===== src/hdl/rlsf_pkg.sv =====
`timescale 1ns / 1ps
// ----------------------------------------------------------------------------
// rlsf_pkg
// Shared types and constants of the ring list segment-to-front unit.
// ----------------------------------------------------------------------------
package rlsf_pkg;

  localparam int unsigned VAL_W         = 11;
  localparam int unsigned ACT_W         = 2;
  localparam int unsigned DATA_W        = 32;
  localparam int unsigned ADDR_W        = 3;
  localparam int unsigned MAX_ITEMS_DEF = 1024;
  localparam int unsigned VAL_MAX       = (1 << VAL_W) - 1;

  localparam logic [VAL_W-1:0] LIST_SIZE_RST = VAL_W'(1024);
  localparam logic [VAL_W-1:0] VAL_ONE       = VAL_W'(1);

  // action codes
  localparam logic [ACT_W-1:0] ACT_BUILD = 2'd0;
  localparam logic [ACT_W-1:0] ACT_MOVE  = 2'd1;
  localparam logic [ACT_W-1:0] ACT_WALK  = 2'd2;
  localparam logic [ACT_W-1:0] ACT_NOP   = 2'd3;

  // register index (paddr word bit)
  localparam logic REG_LIST_SIZE = 1'b0;

  typedef struct packed {
    logic accept;
    logic bld_start;
    logic bld_wr;
    logic cur_head;
    logic mv_rd;
    logic mv_w1;
    logic mv_w2;
    logic mv_w3;
    logic wk_rd;
    logic res_load;
    logic res_walk;
    logic res_skip;
  } cmd_t;

  typedef struct packed {
    logic mv_ok;
    logic mv_head;
    logic bld_last;
  } sts_t;

endpackage


===== src/hdl/rlsf_ctrl.sv =====
`timescale 1ns / 1ps
// ----------------------------------------------------------------------------
// rlsf_ctrl
// Sequencer: accepts one word at a time, steps build, move and walk
// through the datapath and loads the result word when the output is free.
// ----------------------------------------------------------------------------
module rlsf_ctrl (
  input  logic                      clk,
  input  logic                      rst_n,
  input  logic                      in_valid,
  output logic                      in_ready,
  input  logic [rlsf_pkg::ACT_W-1:0] in_action,
  output logic                      out_valid,
  input  logic                      out_ready,
  input  rlsf_pkg::sts_t            sts,
  output rlsf_pkg::cmd_t            cmd
);
  import rlsf_pkg::*;

  localparam logic [3:0] ST_IDLE   = 4'd0;
  localparam logic [3:0] ST_BLD    = 4'd1;
  localparam logic [3:0] ST_MV_RD  = 4'd2;
  localparam logic [3:0] ST_MV_W1  = 4'd3;
  localparam logic [3:0] ST_MV_W2  = 4'd4;
  localparam logic [3:0] ST_MV_W3  = 4'd5;
  localparam logic [3:0] ST_WK_RD  = 4'd6;
  localparam logic [3:0] ST_FIN_WK = 4'd7;
  localparam logic [3:0] ST_FIN    = 4'd8;

  logic [3:0] state_r, state_nxt;
  logic       skip_r, skip_nxt;
  logic       out_valid_r, out_valid_nxt;
  logic       out_free;

  assign in_ready  = (state_r == ST_IDLE);
  assign out_valid = out_valid_r;
  assign out_free  = !out_valid_r || out_ready;

  always_comb begin
    state_nxt = state_r;
    skip_nxt  = skip_r;
    cmd       = '0;
    unique case (state_r)
      ST_IDLE: begin
        if (in_valid) begin
          cmd.accept = 1'b1;
          skip_nxt   = 1'b0;
          unique case (in_action)
            ACT_BUILD: begin
              cmd.bld_start = 1'b1;
              state_nxt     = ST_BLD;
            end
            ACT_MOVE: begin
              if (!sts.mv_ok) begin
                state_nxt = ST_FIN;
              end else if (sts.mv_head) begin
                skip_nxt     = 1'b1;
                cmd.cur_head = 1'b1;
                state_nxt    = ST_FIN;
              end else begin
                state_nxt = ST_MV_RD;
              end
            end
            ACT_WALK: begin
              state_nxt = ST_WK_RD;
            end
            default: begin
              state_nxt = ST_FIN;
            end
          endcase
        end
      end
      ST_BLD: begin
        cmd.bld_wr = 1'b1;
        if (sts.bld_last) begin
          state_nxt = ST_FIN;
        end
      end
      ST_MV_RD: begin
        cmd.mv_rd = 1'b1;
        state_nxt = ST_MV_W1;
      end
      ST_MV_W1: begin
        cmd.mv_w1 = 1'b1;
        state_nxt = ST_MV_W2;
      end
      ST_MV_W2: begin
        cmd.mv_w2 = 1'b1;
        state_nxt = ST_MV_W3;
      end
      ST_MV_W3: begin
        cmd.mv_w3 = 1'b1;
        state_nxt = ST_FIN;
      end
      ST_WK_RD: begin
        cmd.wk_rd = 1'b1;
        state_nxt = ST_FIN_WK;
      end
      ST_FIN_WK: begin
        if (out_free) begin
          cmd.res_load = 1'b1;
          cmd.res_walk = 1'b1;
          state_nxt    = ST_IDLE;
        end
      end
      ST_FIN: begin
        if (out_free) begin
          cmd.res_load = 1'b1;
          cmd.res_skip = skip_r;
          state_nxt    = ST_IDLE;
        end
      end
      default: begin
        state_nxt = ST_IDLE;
      end
    endcase
  end

  always_comb begin
    if (cmd.res_load) begin
      out_valid_nxt = 1'b1;
    end else if (out_ready) begin
      out_valid_nxt = 1'b0;
    end else begin
      out_valid_nxt = out_valid_r;
    end
  end

  always_ff @(posedge clk) begin
    if (!rst_n) begin
      state_r     <= ST_IDLE;
      skip_r      <= 1'b0;
      out_valid_r <= 1'b0;
    end else begin
      state_r     <= state_nxt;
      skip_r      <= skip_nxt;
      out_valid_r <= out_valid_nxt;
    end
  end

endmodule


===== config.mk =====
export PLATFORM = sky130hd
export DESIGN_NAME = rlsf_ctrl
export DESIGN_NICKNAME = d
export VERILOG_FILES = /design/src/hdl/rlsf_pkg.sv /design/src/hdl/rlsf_ctrl.sv
export SDC_FILE = /design/constraint.sdc
export NUM_CORES = 1
export LEC_CHECK = 0
export BUFFER_PORTS_ARGS = -buffer_cell sky130_fd_sc_hd__buf_2
export CAP_MARGIN = 10
export CORE_AREA = 4 4 41 43
export CTS_BUF_LIST = sky130_fd_sc_hd__clkbuf_4
export DETAILED_ROUTE_END_ITERATION = 10
export DIE_AREA = 0 0 45 47
export PLACE_DENSITY_LB_ADDON = 0.25
export SYNTH_ARGS = -nofsm -noshare
export SYNTH_HDL_FRONTEND = slang
export SYNTH_SLANG_ARGS = --single-unit
export TNS_END_PERCENT = 100

===== constraint.sdc =====
create_clock -name clk -period 1.6 [get_ports clk]
set_input_delay 0.24 -clock clk [delete_from_list [all_inputs] [get_ports clk]]
set_output_delay 0.24 -clock clk [all_outputs]
set_load 0.05 [all_outputs]

==> run_results.csv, run 1 <==
group,metric,value,unit
clock_network,clk_path_buf_depth,2,
worst_setup_path,rrSetupSlack,140,ps
floorplanning,die_w,45,microns
floorplanning,dieArea,0.00212,sq mm
worst_setup_path,cp.required,1360,ps
clock_network,cts_sinks,6,
placed_design,dp_hpwl,1150,microns
timing,fin_crit_sh,1.04,
routing,wl,1450,microns
yosys,ys_types,33,
timing,skew,0.155,ps
cells_and_area,multi_input_area,465,sq um
yosys,yosysWarnings,0,
timing,finalWorstSetupSlack,-60.5,ps
worst_hold_path,holdCritPathClass,"input port to flip-flop",
grt,grt-ovfl-total,0,
yosys,seq_area_frac_synth,0.231,
clock_network,cts_tree,"yes",
floorplanning,ios,23,
cells_and_area,final_util,0.670,
cells_and_area,mostFrequentLayoutCells,"12 x buf_2, 11 x buf_4, 5 x nand2b_1, 5 x clkbuf_4, 5 x buf_6",
cells_and_area,ff_latch_area,128,sq um
timing,min_period,1660,ps
routing,wire_per_inst,13.3,microns
clock_network,cts.reportedPaths.clkPinSlew,40,ps
cells_and_area,syn_to_final_growth,68.0,%
cells_and_area,final_common_cell,"buf_2",
floorplanning,die_y,47,microns
worst_hold_path,hp-start,"rst_n",
pwr,powerDensity,689,mW/mm^2
yosys,synth_async_sr_flop_share,0,
clock_network,htreeDepth,1,
yosys,synth_edf_count,0,
cells_and_area,num_antenna_cells,0,
timing,max_freq,0.602,GHz
worst_setup_path,crit_path_end_kind,"output pin",
run_status,violations,"setup timing",
timing,max_slew_margin,0.761,
placed_design,gp_congestion,0.798,
worst_setup_path,crit_arrival,1420,ps
grt,grt_max_degree,16,
grt,antenna_found_initial,0,
floorplanning,placementRows,13,
floorplanning,core,0.00130,sq mm
worst_setup_path,reg2reg_from,"state_r[1]",
worst_setup_path,cp_max_fo,3,
clock_network,cts-buffers-inserted,3,
yosys,synthCells,66,
timing,final_hold_viol_count,0,
yosys,ys_top_cells_by_area,"dfxtp_1 23%, nand2b_1 7.2%, nor2_1 5.1%, nor3_1 4.8%, and4b_1 3.9%",
yosys,syn_nets,75,
grt,grt_use_total,0.152,
pwr,ir_drop,0.520,mV
yosys,netlist_area,519,sq um
routing,drt_iter0_drc,16,
timing,setup_viol,3,
yosys,ys_seq_elements,6,
routing,via_per_inst,5.32,
routing,final_antenna_net_count,0,
worst_setup_path,worstSetupPathType,"flip-flop to output pin",
clock_network,clock-root-buffer,"clkbuf_4",
timing,slew_viol_final,0,
routing,drtPass1Iterations,4,
cells_and_area,nets,105,
placed_design,pre_cts_slack,68.6,ps
run_status,status,"finished with violations",
timing,tightest_slew,350,ps
yosys,synth-main-ff-cell,"dfxtp_1",
yosys,avgSynthCellArea,7.87,sq um
grt,grt_pass1_wl,2390,microns
yosys,synth_top_area_frac,0.231,
job,drv_cap,0,
floorplanning,initial_utilization,0.399,
clock_network,cts_setup_buffers,0,
yosys,synth_top_cell_by_area,"dfxtp_1",
timing,rsz0062_at_grt,"yes",
worst_setup_path,critPathLaunch,"state_r[0]",
worst_setup_path,crit_path_start_kind,"flip-flop",
placed_design,io_buffers,22,
routing,route.detailed.drc,0,
cells_and_area,nFillCells,117,
clock_network,insertion_delay,230,ps
grt,grt_pass1_vias,555,
routing,vias,580,
cells_and_area,layout-drive-gt1-share,0.574,
pwr,leakagePower,0.346,nW
-- through the flow --
stage | instance area [sq um] | TNS, ps | total power, mW | instances | hold WS (ps)
floorplan | 617 | -1470 | 0.380 | 66 | 358
global placement | 787 | 0 | 0.454 | 106 | 537
detailed placement | 787 | 0 | 0.456 | 106 | 542
CTS | 850 | -107 | 0.607 | 109 | 290
global route | 872 | -369 | 0.639 | 109 | 303
finish | 872 | -87.4 | 0.600 | 109 | 298
-- what timing repair did --
action                     CTS  global route
gates resized for setup     14            11
hold buffers                 0             0
pin swaps                    0             0
setup endpoints to repair   11            12
-- cell usage after synthesis, drive strengths merged, types with 2 or more instances --
master,number
a211oi,2
a21boi,2
a21oi,2
and4b,2
buf,5
dfxtp,6
nand2b,6
nand3,2
nor2,7
nor2b,3
nor3,5
nor4,3
o41ai,2
or3b,3
-- layer usage --
metal  GRT usage  wire length [microns]  up-vias
met5           0                      0        -
met4      0.0702                      9        0
met3      0.0230                     57        2
met2       0.240                    732       11
met1       0.203                    655      259
li1            -                      -      308
-- layout make-up --
cell class              instances  share of cell area
clock buffers                   3              0.0258
flip-flops and latches          6               0.146
multi-input cells              53               0.534
inverters                       1             0.00430
repair buffers                 31               0.268
well taps                      15              0.0215
-- state kept, by name, indices dropped and copies added (netlist names) --
name,count
out_valid,1
state_r,4
skip_r,1
-- worst max-delay path, cell delays in order, from the launching register on --
cell and delay, ps:
dfxtp_2 330, nor4_4 310, and2_4 200, nor3b_4 170, buf_6 180
-- logic make-up after synthesis --
kind of cell / share of synthesized area
buffers and inverters: 0.0675
and+or+nand+nor: 0.501
AOI/OAI and AO/OA: 0.200
DFF: 0.231
-- path summary, 6_finish.rpt --
kind / to / cells past startpoint
setup reg to reg: state_r[2] / 4
hold reg to reg: state_r[3] / 2
hold / removal: skip_r / 2
setup / recovery: cmd[10] / 4
-- report_power, final --
group          total, mW  internal, mW  switching, mW
sequential         0.179         0.161         0.0174
clock              0.129        0.0842         0.0446
combinational      0.293         0.117          0.176
total              0.600         0.363          0.238
Note: power is estimated with default switching activity, not from simulation.
==> run 2: changes to the inputs <==
--- a/constraint.sdc
+++ b/constraint.sdc
@@ -3,2 +3,2 @@
 set_output_delay 0.24 -clock clk [all_outputs]
-set_load 0.05 [all_outputs]
+set_load 0.005 [all_outputs]
==> run 2 against run 1 <==
Net effect:
- the flow still finishes with violations (setup timing)
- largest power group unchanged
- critical path depth stayed put
- largest cell class unchanged
- critical path type unchanged
- final cell count is 0.92% lower
- fmax is 2.2% higher
- worst setup slack better by 35 ps
- utilization is 8.4 points lower
- clock skew is 10 ps higher
- clock power is 5% higher
==> run_results.csv, run 2 (synthesized netlist as in run 1, its figures left out) <==
group,metric,value,unit
grt,antenna_found_initial,0,
clock_network,cts_sinks,6,
floorplanning,ios,23,
timing,slew_viol_final,0,
floorplanning,core,0.00130,sq mm
cells_and_area,nFillCells,125,
grt,grt-ovfl-total,0,
grt,grt_use_total,0.158,
worst_setup_path,reg2reg_from,"state_r[1]",
pwr,powerDensity,664,mW/mm^2
worst_setup_path,cp.required,1360,ps
worst_setup_path,crit_arrival,1390,ps
timing,final_hold_viol_count,0,
run_status,status,"finished with violations",
routing,vias,597,
timing,max_slew_margin,0.725,
worst_setup_path,crit_path_end_kind,"output pin",
clock_network,cts-buffers-inserted,3,
timing,setup_viol,1,
timing,hold_slack,284,ps
timing,fin_crit_sh,1.02,
cells_and_area,nets,104,
cells_and_area,final_common_cell,"buf_2",
worst_setup_path,crit_path_start_kind,"flip-flop",
timing,min_period,1630,ps
worst_setup_path,timing.rr.end,"state_r[2]",
worst_setup_path,cp_max_fo,4,
clock_network,clock-root-buffer,"clkbuf_4",
floorplanning,placementRows,13,
clock_network,clk_path_buf_depth,2,
routing,drtPass1Iterations,3,
worst_setup_path,rrSetupSlack,250,ps
placed_design,gp_congestion,0.803,
cells_and_area,layout-drive-gt1-share,0.495,
cells_and_area,syn_to_final_growth,47.0,%
grt,grt_pass1_vias,540,
timing,skew,10.3,ps
routing,via_per_inst,5.53,
cells_and_area,largest_reg_flops,4,
cells_and_area,mostFrequentLayoutCells,"21 x buf_2, 7 x nor2_1, 6 x buf_4",
pwr,ir_drop,0.393,mV
worst_hold_path,hold_path_end,"skip_r",
grt,grt_pass1_wl,2420,microns
grt,grt_max_degree,18,
routing,route.detailed.drc,0,
routing,drt_iter0_drc,3,
pwr,leakagePower,0.331,nW
worst_hold_path,min_delay_path_depth,2,
floorplanning,dieArea,0.00212,sq mm
clock_network,insertion_delay,240,ps
routing,wl,1520,microns
job,drv_cap,0,
routing,final_antenna_net_count,0,
floorplanning,die_w,45,microns
clock_network,htreeDepth,1,
timing,max_freq,0.615,GHz
worst_setup_path,rr_worst_depth,3,
placed_design,pre_cts_slack,119,ps
cells_and_area,final_util,0.587,
timing,rsz0062_at_grt,"yes",
floorplanning,die_y,47,microns
timing,finalWorstSetupSlack,-25.2,ps
worst_hold_path,holdCritPathClass,"input port to flip-flop",
timing,tightest_slew,402,ps
cells_and_area,top_register,"state_r",
worst_hold_path,hp-start,"rst_n",
clock_network,cts.reportedPaths.clkPinSlew,50,ps
placed_design,dp_hpwl,1040,microns
worst_setup_path,worstSetupPathType,"flip-flop to output pin",
clock_network,cts_tree,"yes",
cells_and_area,num_antenna_cells,0,
placed_design,io_buffers,22,
routing,wire_per_inst,14.0,microns
run_status,violations,"setup timing",
floorplanning,initial_utilization,0.399,
## run 2: cell types whose count changed in the layout (fill, tap and decap cells not counted), sizes merged
cell and delta:
clkbuf -2, buf +1
## run 2: power breakdown
group / switching, mW / internal [mW] / total (mW)
registers: 0.0185 / 0.160 / 0.179
logic: 0.0877 / 0.104 / 0.192
clock network: 0.0514 / 0.0846 / 0.136
total: 0.158 / 0.349 / 0.507
## run 2: worst max-delay path, stage by stage, from the launching register on
cell and delay, ps:
dfxtp_4 360, nor4_4 320, and2_4 200, nor3b_2 140
buf_2 130
## run 2: worst max-delay path by stage
| stage | from | endpoint | slack, ps | depth (start not counted) |
|---|---|---|---|---|
| 2_1_floorplan | state_r[0] | cmd[10] | 250 | 4 |
| 3_3_place_gp | state_r[1] | state_r[2] | 190 | 3 |
| 3_5_place_dp | state_r[1] | cmd[10] | 120 | 4 |
| 4_1_cts | state_r[3] | cmd[2] | 10 | 5 |
| 5_1_grt | state_r[2] | cmd[10] | -80 | 4 |
| 6_report | state_r[2] | cmd[10] | -30 | 4 |
## run 2: routing by layer
metal	vias to the layer above	wire length, microns	global-route usage
met5	-	0	0
met4	0	7	0.0702
met3	2	74	0.0613
met2	10	787	0.249
met1	278	645	0.190
li1	307	-	-
## run 2: repair_timing
action                     4_1_cts  5_1_grt
hold buffers                     0        0
pin swaps                        2        3
buffers inserted                 4        1
gates resized for setup          5       11
setup endpoints to repair        3        4
hold endpoints to repair         0        0
## run 2: cell type report
cell class	instances	area [sq um]	share of cell area
Clock buffer	3	22.5	0.0295
Inverter	1	3.75	0.00492
Multi-Input combinational cell	53	402	0.526
Sequential cell	6	133	0.174
Tap cell	15	18.8	0.0246
Timing Repair Buffer	30	184	0.241
## run 2: stage by stage
step           power [mW]  cells  setup TNS (ps)  area (sq um)
5_1_grt             0.544    108            -137           763
4_1_cts             0.490    107               0           707
6_report            0.507    108           -25.2           763
2_1_floorplan       0.267     66               0           519
3_5_place_dp        0.321    100               0           639
3_3_place_gp        0.319    100               0           639
==> run 3: changes to the inputs <==
Settings changed: CORE_AREA 4 4 41 43 to 10 10 47 49, DIE_AREA 0 0 45 47 to 0 0 57 59, GPL_TIMING_DRIVEN from default to 0, SETUP_SLACK_MARGIN from default to 0.5.
==> run 3 against run 2 <==
Net effect:
- the run still ends with setup timing left
- flip-flop and latch count stayed put
- clock-buffer cell count stayed put
- first-iteration DRC count grew to 3.0 times the previous value
- largest cell class unchanged
- largest power group unchanged
==> run_results.csv, run 3 (synthesized netlist as in run 1, its figures left out) <==
group,metric,value,unit
timing,tightest_slew,325,ps
clock_network,clk_path_buf_depth,2,
grt,antenna_found_initial,0,
timing,setup_viol,2,
routing,vias,683,
placed_design,dp_hpwl,1170,microns
timing,min_period,1610,ps
run_status,violations,"setup timing",
routing,drt_iter0_drc,9,
floorplanning,initial_utilization,0.371,
floorplanning,ios,23,
grt,grt_pass1_vias,658,
timing,skew,3.44,ps
placed_design,gp_congestion,0.839,
timing,hold_slack,283,ps
clock_network,clock-root-buffer,"clkbuf_4",
clock_network,htreeDepth,1,
timing,max_slew_margin,0.783,
routing,final_antenna_net_count,0,
timing,max_freq,0.620,GHz
routing,route.detailed.drc,0,
cells_and_area,nFillCells,110,
floorplanning,die_y,59,microns
grt,grt_use_total,0.106,
cells_and_area,top_register,"state_r",
worst_setup_path,timing.rr.end,"state_r[1]",
worst_setup_path,worstSetupPathType,"flip-flop to output pin",
pwr,powerDensity,590,mW/mm^2
cells_and_area,mostFrequentLayoutCells,"19 x buf_2, 12 x buf_6, 8 x buf_4",
grt,grt-ovfl-total,0,
worst_setup_path,reg2reg_from,"state_r[2]",
timing,finalWorstSetupSlack,-13.6,ps
worst_setup_path,rr_worst_depth,7,
clock_network,cts_sinks,6,
worst_setup_path,crit_path_end,"cmd[10]",
timing,fin_crit_sh,1.01,
cells_and_area,nets,116,
worst_setup_path,crit_arrival,1370,ps
pwr,ir_drop,0.438,mV
routing,drtPass1Iterations,4,
worst_setup_path,crit_path_start_kind,"flip-flop",
clock_network,cts_tree,"yes",
clock_network,insertion_delay,240,ps
floorplanning,core,0.00140,sq mm
placed_design,io_buffers,22,
placed_design,dpl.cell_count,104,
routing,wl,1980,microns
clock_network,cts-buffers-inserted,3,
job,drv_cap,0,
worst_setup_path,cp_max_fo,7,
floorplanning,dieArea,0.00336,sq mm
pwr,leakagePower,0.416,nW
worst_setup_path,rrSetupSlack,110,ps
cells_and_area,ff_latch_area,133,sq um
clock_network,cts.reportedPaths.clkPinSlew,40,ps
routing,via_per_inst,5.64,
cells_and_area,layout-drive-gt1-share,0.657,
floorplanning,placementRows,14,
cells_and_area,syn_to_final_growth,91.3,%
floorplanning,die_w,57,microns
cells_and_area,multi_input_area,464,sq um
cells_and_area,final_common_cell,"buf_2",
cells_and_area,largest_reg_flops,4,
run_status,status,"finished with violations",
worst_setup_path,critPathLaunch,"state_r[2]",
worst_hold_path,holdCritPathClass,"input port to flip-flop",
worst_setup_path,cp.required,1360,ps
cells_and_area,instances_no_fill,121,
timing,final_hold_viol_count,0,
timing,slew_viol_final,0,
cells_and_area,num_antenna_cells,0,
worst_setup_path,crit_path_end_kind,"output pin",
grt,grt_max_degree,11,
cells_and_area,final_util,0.709,
worst_hold_path,hp-start,"rst_n",
timing,rsz0062_at_grt,"yes",
routing,wire_per_inst,16.3,microns
grt,grt_pass1_wl,2950,microns
## run 3: cell types whose count changed in the layout (fill, tap and decap cells not counted), sizes merged
cell    before  now
buf         30   41
clkbuf       3    4
## run 3: routing by layer
| metal | global-route usage | part of all wire |
|---|---|---|
| met5 | 0 | 0 |
| met4 | 0.0738 | 0.0071 |
| met3 | 0.0322 | 0.061 |
| met2 | 0.181 | 0.53 |
| met1 | 0.108 | 0.40 |
## run 3: what timing repair did
action	4_1_cts	5_1_grt
endpoints found under the hold margin	0	0
hold buffers	0	0
pin swaps	11	7
setup endpoints to repair	17	19
setup buffers	10	4
resized for setup	21	13
## run 3: per-stage QoR
step                TNS, ps  power [mW]  worst slack [ps]  cell area, sq um
floorplan                 0       0.298               352               582
global placement          0       0.355               231               712
detailed placement        0       0.355               258               712
CTS                       0       0.566              7.75               908
global route           -170       0.626              -119               993
finish                -16.7       0.586             -13.6               993
## run 3: worst min path at each step
stage	cells past startpoint	to	slack (ps)
after floorplan	1	skip_r	360
after global placement	2	skip_r	540
after detailed placement	2	skip_r	530
after CTS	2	state_r[0]	270
after global routing	2	state_r[0]	280
final	2	state_r[0]	280
## run 3: critical path: stages (launching register included)
cell and delay, ps:
dfxtp_4 370, nor4_4 300, and2_1 190, nor3b_2 150, buf_2 130
## run 3: cell type report
cell class | instances | area share
multi-input cells | 53 | 0.467
repair buffers | 36 | 0.271
flip-flops and latches | 6 | 0.134
plain buffers | 6 | 0.0819
clock buffers | 3 | 0.0227
well taps | 16 | 0.0202
inverters | 1 | 0.00378
## run 3: power by group
part           leakage [nW]  switching (mW)  internal, mW
combinational         0.351           0.122         0.157
sequential           0.0515          0.0129         0.160
clock                0.0138          0.0500        0.0845
total                 0.416           0.185         0.402
